`config.mk`:
```
export PLATFORM = sky130hd
export DESIGN_NAME = motor_feedback_angle_tracker
export DESIGN_NICKNAME = d
export VERILOG_FILES = /design/src/hw/rtl/mfat_pkg.sv /design/src/hw/rtl/mfat_datapath.sv /design/src/hw/rtl/mfat_controller.sv /design/src/hw/rtl/motor_feedback_angle_tracker.sv
export SDC_FILE = /design/constraint.sdc
export NUM_CORES = 2
export LEC_CHECK = 0
export BUFFER_PORTS_ARGS = -buffer_cell sky130_fd_sc_hd__buf_2
export CORE_UTILIZATION = 65
export CTS_BUF_LIST = sky130_fd_sc_hd__clkbuf_2 sky130_fd_sc_hd__clkbuf_4 sky130_fd_sc_hd__clkbuf_8
export DETAILED_ROUTE_END_ITERATION = 8
export HOLD_SLACK_MARGIN = 0.08
export PLACE_DENSITY = 0.83
export SLEW_MARGIN = 20
export SYNTH_ARGS = -nofsm -noshare
export SYNTH_HDL_FRONTEND = slang
export SYNTH_HIERARCHICAL = 1
export SYNTH_SLANG_ARGS = --single-unit
```
`constraint.sdc`:
```
create_clock -name clk -period 12.6 [get_ports clk]
set_input_delay 2.52 -clock clk [delete_from_list [all_inputs] [get_ports clk]]
set_output_delay 2.52 -clock clk [all_outputs]
set_load 0.03 [all_outputs]
```
`src/hw/rtl/mfat_pkg.sv`:
```
// Shared types and constants for the motor feedback angle tracker.
`default_nettype none
package mfat_pkg;

  // Configuration register indexes
  localparam logic [1:0] REG_EMA_WEIGHT = 2'd0;
  localparam logic [1:0] REG_JUMP_THR   = 2'd1;
  localparam logic [1:0] REG_OUT_SPAN   = 2'd2;

  localparam int CFG_W = 30;

  // Reset values and limits
  localparam logic [16:0] WEIGHT_RST = 17'd13107;
  localparam logic [16:0] WEIGHT_ONE = 17'd65536;
  localparam logic [12:0] THR_RST    = 13'd6827;
  localparam logic [29:0] SPAN_RST   = 30'd40273707;
  localparam logic [29:0] SPAN_MIN   = 30'd256;

  // Dividend bits for the remainder unit: 34-bit magnitude times 256
  localparam int DIV_BITS = 42;

  typedef struct packed {
    logic [3:0]         motor_number;
    logic [12:0]        rotor_angle;
    logic signed [15:0] speed_sample;
    logic signed [15:0] current_sample;
  } in_t;

  typedef struct packed {
    logic [3:0]         motor_out;
    logic signed [23:0] filtered_speed;
    logic signed [15:0] turn_count;
    logic [29:0]        zeroed_angle;
    logic signed [15:0] current_out;
  } out_t;

  typedef struct packed {
    logic load;
    logic mul_new;
    logic mul_old;
    logic update;
    logic div_step;
    logic finish;
  } cmd_t;

  typedef struct packed {
    logic motor_ok;
    logic div_last;
    logic out_busy;
  } sts_t;

  typedef enum logic [2:0] {
    ST_IDLE,
    ST_MUL_NEW,
    ST_MUL_OLD,
    ST_UPDATE,
    ST_DIV,
    ST_FINISH
  } state_t;

endpackage
`default_nettype wire

```
`src/hw/rtl/mfat_datapath.sv`:
```
// Datapath: per-motor state, EMA multiplies, turn counter and remainder unit.
`default_nettype none
module mfat_datapath #(
  parameter int MOTOR_COUNT = 8,
  parameter int ANGLE_BITS  = 13
) (
  input  wire                      clk,
  input  wire                      rst,
  input  wire  mfat_pkg::in_t      in_data,
  input  wire                      cfg_we,
  input  wire  [1:0]               cfg_index,
  input  wire  [mfat_pkg::CFG_W-1:0] cfg_data,
  input  wire  mfat_pkg::cmd_t     cmd,
  output mfat_pkg::sts_t           sts,
  output logic                     out_valid,
  input  wire                      out_ready,
  output mfat_pkg::out_t           out_data
);

  localparam int IW = (MOTOR_COUNT > 1) ? $clog2(MOTOR_COUNT) : 1;
  localparam logic [12:0] AMASK = (ANGLE_BITS >= 13) ? 13'h1FFF
                                  : 13'((1 << ANGLE_BITS) - 1);
  localparam int CW = $clog2(mfat_pkg::DIV_BITS);

  // Configuration registers
  logic [16:0] ema_weight;
  logic [12:0] jump_threshold;
  logic [29:0] output_span;

  always_ff @(posedge clk) begin
    if (rst) begin
      ema_weight     <= mfat_pkg::WEIGHT_RST;
      jump_threshold <= mfat_pkg::THR_RST;
      output_span    <= mfat_pkg::SPAN_RST;
    end else if (cfg_we) begin
      unique case (cfg_index)
        mfat_pkg::REG_EMA_WEIGHT: ema_weight     <= cfg_data[16:0];
        mfat_pkg::REG_JUMP_THR:   jump_threshold <= cfg_data[12:0];
        mfat_pkg::REG_OUT_SPAN:   output_span    <= cfg_data[29:0];
        default: ;
      endcase
    end
  end

  logic [16:0] w_eff;
  logic [12:0] thr_eff;
  logic [29:0] span_eff;
  assign w_eff    = (ema_weight > mfat_pkg::WEIGHT_ONE) ? mfat_pkg::WEIGHT_ONE : ema_weight;
  assign thr_eff  = (jump_threshold == 13'd0) ? 13'd1 : jump_threshold;
  assign span_eff = (output_span < mfat_pkg::SPAN_MIN) ? mfat_pkg::SPAN_MIN : output_span;

  // Per-motor state
  logic signed [23:0] speed_average  [MOTOR_COUNT];
  logic [12:0]        previous_angle [MOTOR_COUNT];
  logic [15:0]        turns          [MOTOR_COUNT];
  logic signed [32:0] zero_offset    [MOTOR_COUNT];
  logic               started        [MOTOR_COUNT];

  // Request capture
  mfat_pkg::in_t req;
  logic [IW-1:0] idx;
  logic [4:0]    num_ext;
  assign num_ext = {1'b0, in_data.motor_number};
  assign sts.motor_ok = (num_ext != 5'd0) && (num_ext <= 5'(MOTOR_COUNT));

  // Arithmetic registers
  logic signed [33:0] prod_new;
  logic signed [41:0] prod_old;
  logic signed [23:0] avg_res;
  logic               neg;
  logic [mfat_pkg::DIV_BITS-1:0] dividend;
  logic [29:0]        rem;
  logic [CW-1:0]      cnt;

  // EMA sum and rounding
  logic signed [42:0] ema_sum;
  assign ema_sum = $signed({prod_new[33], prod_new, 8'd0})
                 + $signed({prod_old[41], prod_old})
                 + 43'sd32768;

  // Turn step and unwrapped angle
  logic [12:0]        angle;
  logic signed [13:0] diff;
  logic signed [13:0] thr_pos;
  logic [15:0]        turns_next;
  logic [32:0]        turns_ext;
  logic signed [32:0] total;
  logic signed [33:0] delta;
  logic [33:0]        mag;
  assign angle   = req.rotor_angle & AMASK;
  assign diff    = $signed({1'b0, angle}) - $signed({1'b0, previous_angle[idx]});
  assign thr_pos = $signed({1'b0, thr_eff});
  always_comb begin
    turns_next = turns[idx];
    if (diff <= -thr_pos)     turns_next = turns[idx] + 16'd1;
    else if (diff >= thr_pos) turns_next = turns[idx] - 16'd1;
  end
  assign turns_ext = {{17{turns_next[15]}}, turns_next} << ANGLE_BITS;
  assign total = $signed(turns_ext) + $signed({20'd0, angle});
  assign delta = started[idx] ? ($signed({total[32], total})
                                 - $signed({zero_offset[idx][32], zero_offset[idx]}))
                              : 34'sd0;
  assign mag = delta[33] ? 34'(-delta) : 34'(delta);

  // Restoring remainder step
  logic [30:0] rem_shift;
  assign rem_shift = {rem, dividend[mfat_pkg::DIV_BITS-1]};
  assign sts.div_last = (cnt == CW'(mfat_pkg::DIV_BITS - 1));
  assign sts.out_busy = out_valid && !out_ready;

  always_ff @(posedge clk) begin
    if (cmd.load) begin
      req <= in_data;
      idx <= IW'(in_data.motor_number - 4'd1);
    end
    if (cmd.mul_new)
      prod_new <= req.speed_sample * $signed({1'b0, w_eff});
    if (cmd.mul_old)
      prod_old <= speed_average[idx] * $signed({1'b0, 17'(mfat_pkg::WEIGHT_ONE - w_eff)});
    if (cmd.update) begin
      avg_res  <= ema_sum[39:16];
      neg      <= delta[33];
      dividend <= {mag, 8'd0};
      rem      <= 30'd0;
      cnt      <= '0;
    end
    if (cmd.div_step) begin
      rem      <= (rem_shift >= {1'b0, span_eff}) ? 30'(rem_shift - {1'b0, span_eff})
                                                  : rem_shift[29:0];
      dividend <= dividend << 1;
      cnt      <= cnt + CW'(1);
    end
  end

  // State write-back
  always_ff @(posedge clk) begin
    if (rst) begin
      for (int i = 0; i < MOTOR_COUNT; i++) begin
        speed_average[i]  <= '0;
        previous_angle[i] <= '0;
        turns[i]          <= '0;
        zero_offset[i]    <= '0;
        started[i]        <= 1'b0;
      end
    end else if (cmd.update) begin
      speed_average[idx]  <= ema_sum[39:16];
      previous_angle[idx] <= angle;
      turns[idx]          <= turns_next;
      started[idx]        <= 1'b1;
      if (!started[idx]) zero_offset[idx] <= total;
    end
  end

  // Output register
  always_ff @(posedge clk) begin
    if (rst) begin
      out_valid <= 1'b0;
    end else if (cmd.finish) begin
      out_valid <= 1'b1;
    end else if (out_ready) begin
      out_valid <= 1'b0;
    end
  end

  always_ff @(posedge clk) begin
    if (cmd.finish) begin
      out_data.motor_out      <= req.motor_number;
      out_data.filtered_speed <= avg_res;
      out_data.turn_count     <= turns[idx];
      out_data.zeroed_angle   <= (neg && rem != 30'd0) ? 30'(span_eff - rem) : rem;
      out_data.current_out    <= req.current_sample;
    end
  end

  // A result is written only into a free output slot
  a_finish_free: assert property (@(posedge clk) disable iff (rst)
    cmd.finish |-> !sts.out_busy) else $error("result overwrote pending output");
  // Remainder stays below the span
  a_rem_range: assert property (@(posedge clk) disable iff (rst)
    cmd.div_step |=> rem < span_eff) else $error("remainder out of range");
  // Finish always raises valid
  a_finish_valid: assert property (@(posedge clk) disable iff (rst)
    cmd.finish |=> out_valid) else $error("finish without valid");

endmodule
`default_nettype wire

```
`src/hw/rtl/mfat_controller.sv`:
```
// Controller: sequences one request through the datapath.
`default_nettype none
module mfat_controller (
  input  wire                  clk,
  input  wire                  rst,
  input  wire                  in_valid,
  output logic                 in_ready,
  input  wire  mfat_pkg::sts_t sts,
  output mfat_pkg::cmd_t       cmd
);

  mfat_pkg::state_t state, state_next;

  always_ff @(posedge clk) begin
    if (rst) state <= mfat_pkg::ST_IDLE;
    else     state <= state_next;
  end

  // Next state and commands
  always_comb begin
    state_next = state;
    cmd        = '0;
    in_ready   = 1'b0;
    unique case (state)
      mfat_pkg::ST_IDLE: begin
        in_ready = 1'b1;
        if (in_valid) begin
          cmd.load = 1'b1;
          if (sts.motor_ok) state_next = mfat_pkg::ST_MUL_NEW;
        end
      end
      mfat_pkg::ST_MUL_NEW: begin
        cmd.mul_new = 1'b1;
        state_next  = mfat_pkg::ST_MUL_OLD;
      end
      mfat_pkg::ST_MUL_OLD: begin
        cmd.mul_old = 1'b1;
        state_next  = mfat_pkg::ST_UPDATE;
      end
      mfat_pkg::ST_UPDATE: begin
        cmd.update = 1'b1;
        state_next = mfat_pkg::ST_DIV;
      end
      mfat_pkg::ST_DIV: begin
        cmd.div_step = 1'b1;
        if (sts.div_last) state_next = mfat_pkg::ST_FINISH;
      end
      mfat_pkg::ST_FINISH: begin
        if (!sts.out_busy) begin
          cmd.finish = 1'b1;
          state_next = mfat_pkg::ST_IDLE;
        end
      end
      default: state_next = mfat_pkg::ST_IDLE;
    endcase
  end

  // Only one datapath command at a time
  a_cmd_onehot: assert property (@(posedge clk) disable iff (rst)
    $onehot0(cmd)) else $error("overlapping commands");
  // Division always follows the state update
  a_div_order: assert property (@(posedge clk) disable iff (rst)
    cmd.update |=> cmd.div_step) else $error("division did not start");
  // No request taken while busy
  a_busy: assert property (@(posedge clk) disable iff (rst)
    (state != mfat_pkg::ST_IDLE) |-> !in_ready) else $error("ready while busy");

endmodule
`default_nettype wire

```
`src/hw/rtl/motor_feedback_angle_tracker.sv`:
```
// Motor feedback angle tracker: per-motor speed EMA, turn count, zeroed angle.
// Each request goes through two multiplies, the state update and a 42-step remainder.
// A new request is taken only after the previous one is finished in the bit-serial remainder unit.
// Out-of-range motor numbers are accepted and give no result.
// A new request is taken while the previous result waits in the output register.
// Synchronous reset restores register defaults and clears all per-motor state.
`default_nettype none
module motor_feedback_angle_tracker #(
  parameter int MOTOR_COUNT = 8,
  parameter int ANGLE_BITS  = 13
) (
  input  wire                        clk,
  input  wire                        rst,
  input  wire                        in_valid,
  output logic                       in_ready,
  input  wire  mfat_pkg::in_t        in_data,
  output logic                       out_valid,
  input  wire                        out_ready,
  output mfat_pkg::out_t             out_data,
  input  wire                        cfg_we,
  input  wire  [1:0]                 cfg_index,
  input  wire  [mfat_pkg::CFG_W-1:0] cfg_data
);

  mfat_pkg::cmd_t cmd;
  mfat_pkg::sts_t sts;

  mfat_controller u_ctrl (
    .clk      (clk),
    .rst      (rst),
    .in_valid (in_valid),
    .in_ready (in_ready),
    .sts      (sts),
    .cmd      (cmd)
  );

  mfat_datapath #(
    .MOTOR_COUNT (MOTOR_COUNT),
    .ANGLE_BITS  (ANGLE_BITS)
  ) u_dp (
    .clk       (clk),
    .rst       (rst),
    .in_data   (in_data),
    .cfg_we    (cfg_we),
    .cfg_index (cfg_index),
    .cfg_data  (cfg_data),
    .cmd       (cmd),
    .sts       (sts),
    .out_valid (out_valid),
    .out_ready (out_ready),
    .out_data  (out_data)
  );

endmodule
`default_nettype wire

```
==> impl_metrics.yaml <==
drt:
  dr.first_iter.drc_count: 5429
  vias: 51403
  vias_per_cell: 6.15
  avgRoutedWirePerCell_um: 22.8
  wirelength_um: 191000
  drtPass1Iterations: 8
  drc: 0
  final_antenna_net_count: 0
global_routing:
  antenna_found_initial: 8
  grt_pass1_wl_um: 297000
  grt_pass1_vias: 53143
  overflow: 0
  grt_max_degree: 98
  grt_usage_pct: 34.5
clocking:
  cts_buffers: 168
  cts.root.buffer_cell: "clkbuf_8"
  cts.sinks: 1032
  ctsHtreeMaxLevel: 4
  clk-insertion-delay-late_ns: 0.88
  cts_tree: "done"
  hold_buffers: 0
  clk_pin_slew_ns: 0.09
  clk_path_buf_depth: 3
  cts_resized: 0
  cts_setup_buffers: 0
yosys:
  netlist-cell-type-count: 104
  synth_area_sq_um: 73100
  seq_area_frac_synth_pct: 41.4
  synth_nets: 7686
  syn_inst: 6605
  synth_top_flop_cell: "edfxtp_1"
  ys_seq_elements: 1032
  syn_area_per_cell_sq_um: 11.1
  synth-edff-count: 957
  async_reset_ff_share_pct: 0
  ys_warn_count: 6
floorplan:
  die_h_um: 337
  die_w_um: 337
  ioPinCount: 178
  dieArea_sq_um: 114000
  rows: 122
  start_util_pct: 65.8
  core_sq_um: 111000
critical_path:
  critPathSlowestCell: "xnor2_1"
  critPathKind: "flop to flop"
  cpPeakStageDelay_ns: 0.77
  worst-path-buf-inv: 4
  cpMostUsedCell: "fa_1"
  start_kind: "flop"
  arrival_ns: 12.14
  critPathTopFamily: "compound AO/OA/AOI/OAI gates"
  worst_setup_path_end_kind: "flop"
  worst_ep_required_time_ns: 13.21
  cp_max_fo: 23
timing:
  holdWs_ns: 0.401
  relSlewSlack_pct: 20.9
  fin_skew_ns: 0.0696
  maxSlewViolCount: 0
  final.min_clock_period_ns: 11.53
  hold_viol_final: 0
  tightest_slew_ns: 1.18
  fin_crit_sh_pct: 91.5
  rsz0062_at_grt: "no"
  worst_slack_ns: 1.07
  fmax_ghz: 0.0867
  totalNegativeSetupSlack_ns: 0
  setup_viol: 0
run_status:
  outcome: "complete, no violations"
place:
  place.gp.congestion: 0.953
  hpwl_um: 134000
  port_buffers: 177
  pre_cts_slack_ns: 1.28
final_layout:
  drive_gt1_share_pct: 12.5
  syn2layout_area_growth_pct: 8.17
  nNetsFinal: 7813
hold_path:
  hold_class: "flop to flop"
run:
  maxCapViolations: 0
## cell type report
class / count / area [sq um]
Antenna cell: 5 / 12.5
Inverter: 921 / 3460
Tap cell: 1488 / 1860
Multi-Input combinational cell: 4315 / 38300
Clock buffer: 239 / 2900
Timing Repair Buffer: 294 / 1780
Clock inverter: 65 / 488
Fill cell: 7591 / 32000
Sequential cell: 1032 / 30300
## synth_stat cells, types with 25 or more instances
cell type / n / area, sq um
edfxtp_1: 957 / 28700
inv_1: 915 / 3430
nor2_1: 770 / 2890
nand2_1: 669 / 2510
fa_1: 599 / 12000
ha_1: 396 / 4950
clkbuf_1: 297 / 1110
and3_1: 218 / 1360
and2_1: 187 / 1170
xnor2_1: 164 / 1440
mux4_2: 160 / 3600
a21oi_1: 152 / 761
o21ai_0: 123 / 616
nor2b_1: 86 / 538
dfxtp_1: 75 / 1500
mux2i_1: 70 / 701
xor2_1: 69 / 604
nor3_1: 66 / 330
nand2b_1: 59 / 369
a21o_1: 50 / 375
nand3_1: 46 / 230
mux2_2: 33 / 372
o21a_1: 29 / 218
o21bai_1: 29 / 218
nand3b_1: 26 / 195
nor4_1: 25 / 156
or3_1: 25 / 156
## registers in the layout (all words and copies together) (netlist names), 24 cells and up, named ones only
signal,count
u_dp/req,36
u_dp/avg_res,24
u_dp/turns,128
u_dp/prod_new,32
u_dp/zero_offset,232
u_dp/speed_average,192
u_dp/dividend,34
u_dp/rem,30
u_dp/out_data,90
u_dp/prod_old,32
u_dp/output_span,30
u_dp/previous_angle,104
## worst paths after layout
check | from | end | slack (ns) | cells after the start
worst max-delay path | u_dp/ema_weight[15] | u_dp/prod_old[39] | 1.07 | 34
worst min-delay path | u_dp/req[47] | u_dp/out_data[88] | 0.40 | 0
worst max register to register | u_dp/ema_weight[15] | u_dp/prod_old[39] | 1.07 | 34
worst min register to register | u_dp/req[47] | u_dp/out_data[88] | 0.40 | 0
## per-stage QoR
stage	util, %	std cells	cell area, sq um
floorplan	-	6605	73100
global placement	68.1	8050	75700
detailed placement	68.1	8050	75700
CTS	71.1	8354	79100
global route	71.2	8356	79100
finish	71.2	8359	79100
## metal layers
layer / global-route usage (%) / up-vias / part of all wire [%]
met2: 54.2 / 3136 / 46
met4: 14.3 / 8 / 4.1
met3: 9.41 / 507 / 13
li1: - / 22286 / -
met5: 0 / - / 0.027
met1: 45.7 / 25466 / 37
## cells by family (layout without fill, tap and decap cells)
kind of cell	count (synthesis)	count (layout)	synth area share (%)
and+or+nand+nor	2256	2256	14.4
buffers and inverters	1258	1519	6.53
DFF	1032	1032	41.4
adders and majority gates	996	996	23.2
AOI/OAI and AO/OA	557	557	5.05
muxes	269	269	6.59
xor gates and xnor gates	236	236	2.87
other	1	6	0.00513
## placed cells by master, fill, tap and decap left out, types with 160 or more instances in the layout
cell and count:
and2_1 186, and3_1 218, buf_2 177, clkbuf_8 177, edfxtp_1 957, fa_1 599, ha_1 396, inv_1 915
mux4_2 160, nand2_1 663, nor2_1 766
Power is left out: the tool's default activity adds up to more than one toggle a clock period on the data nets, which glitch-free logic cannot reach.
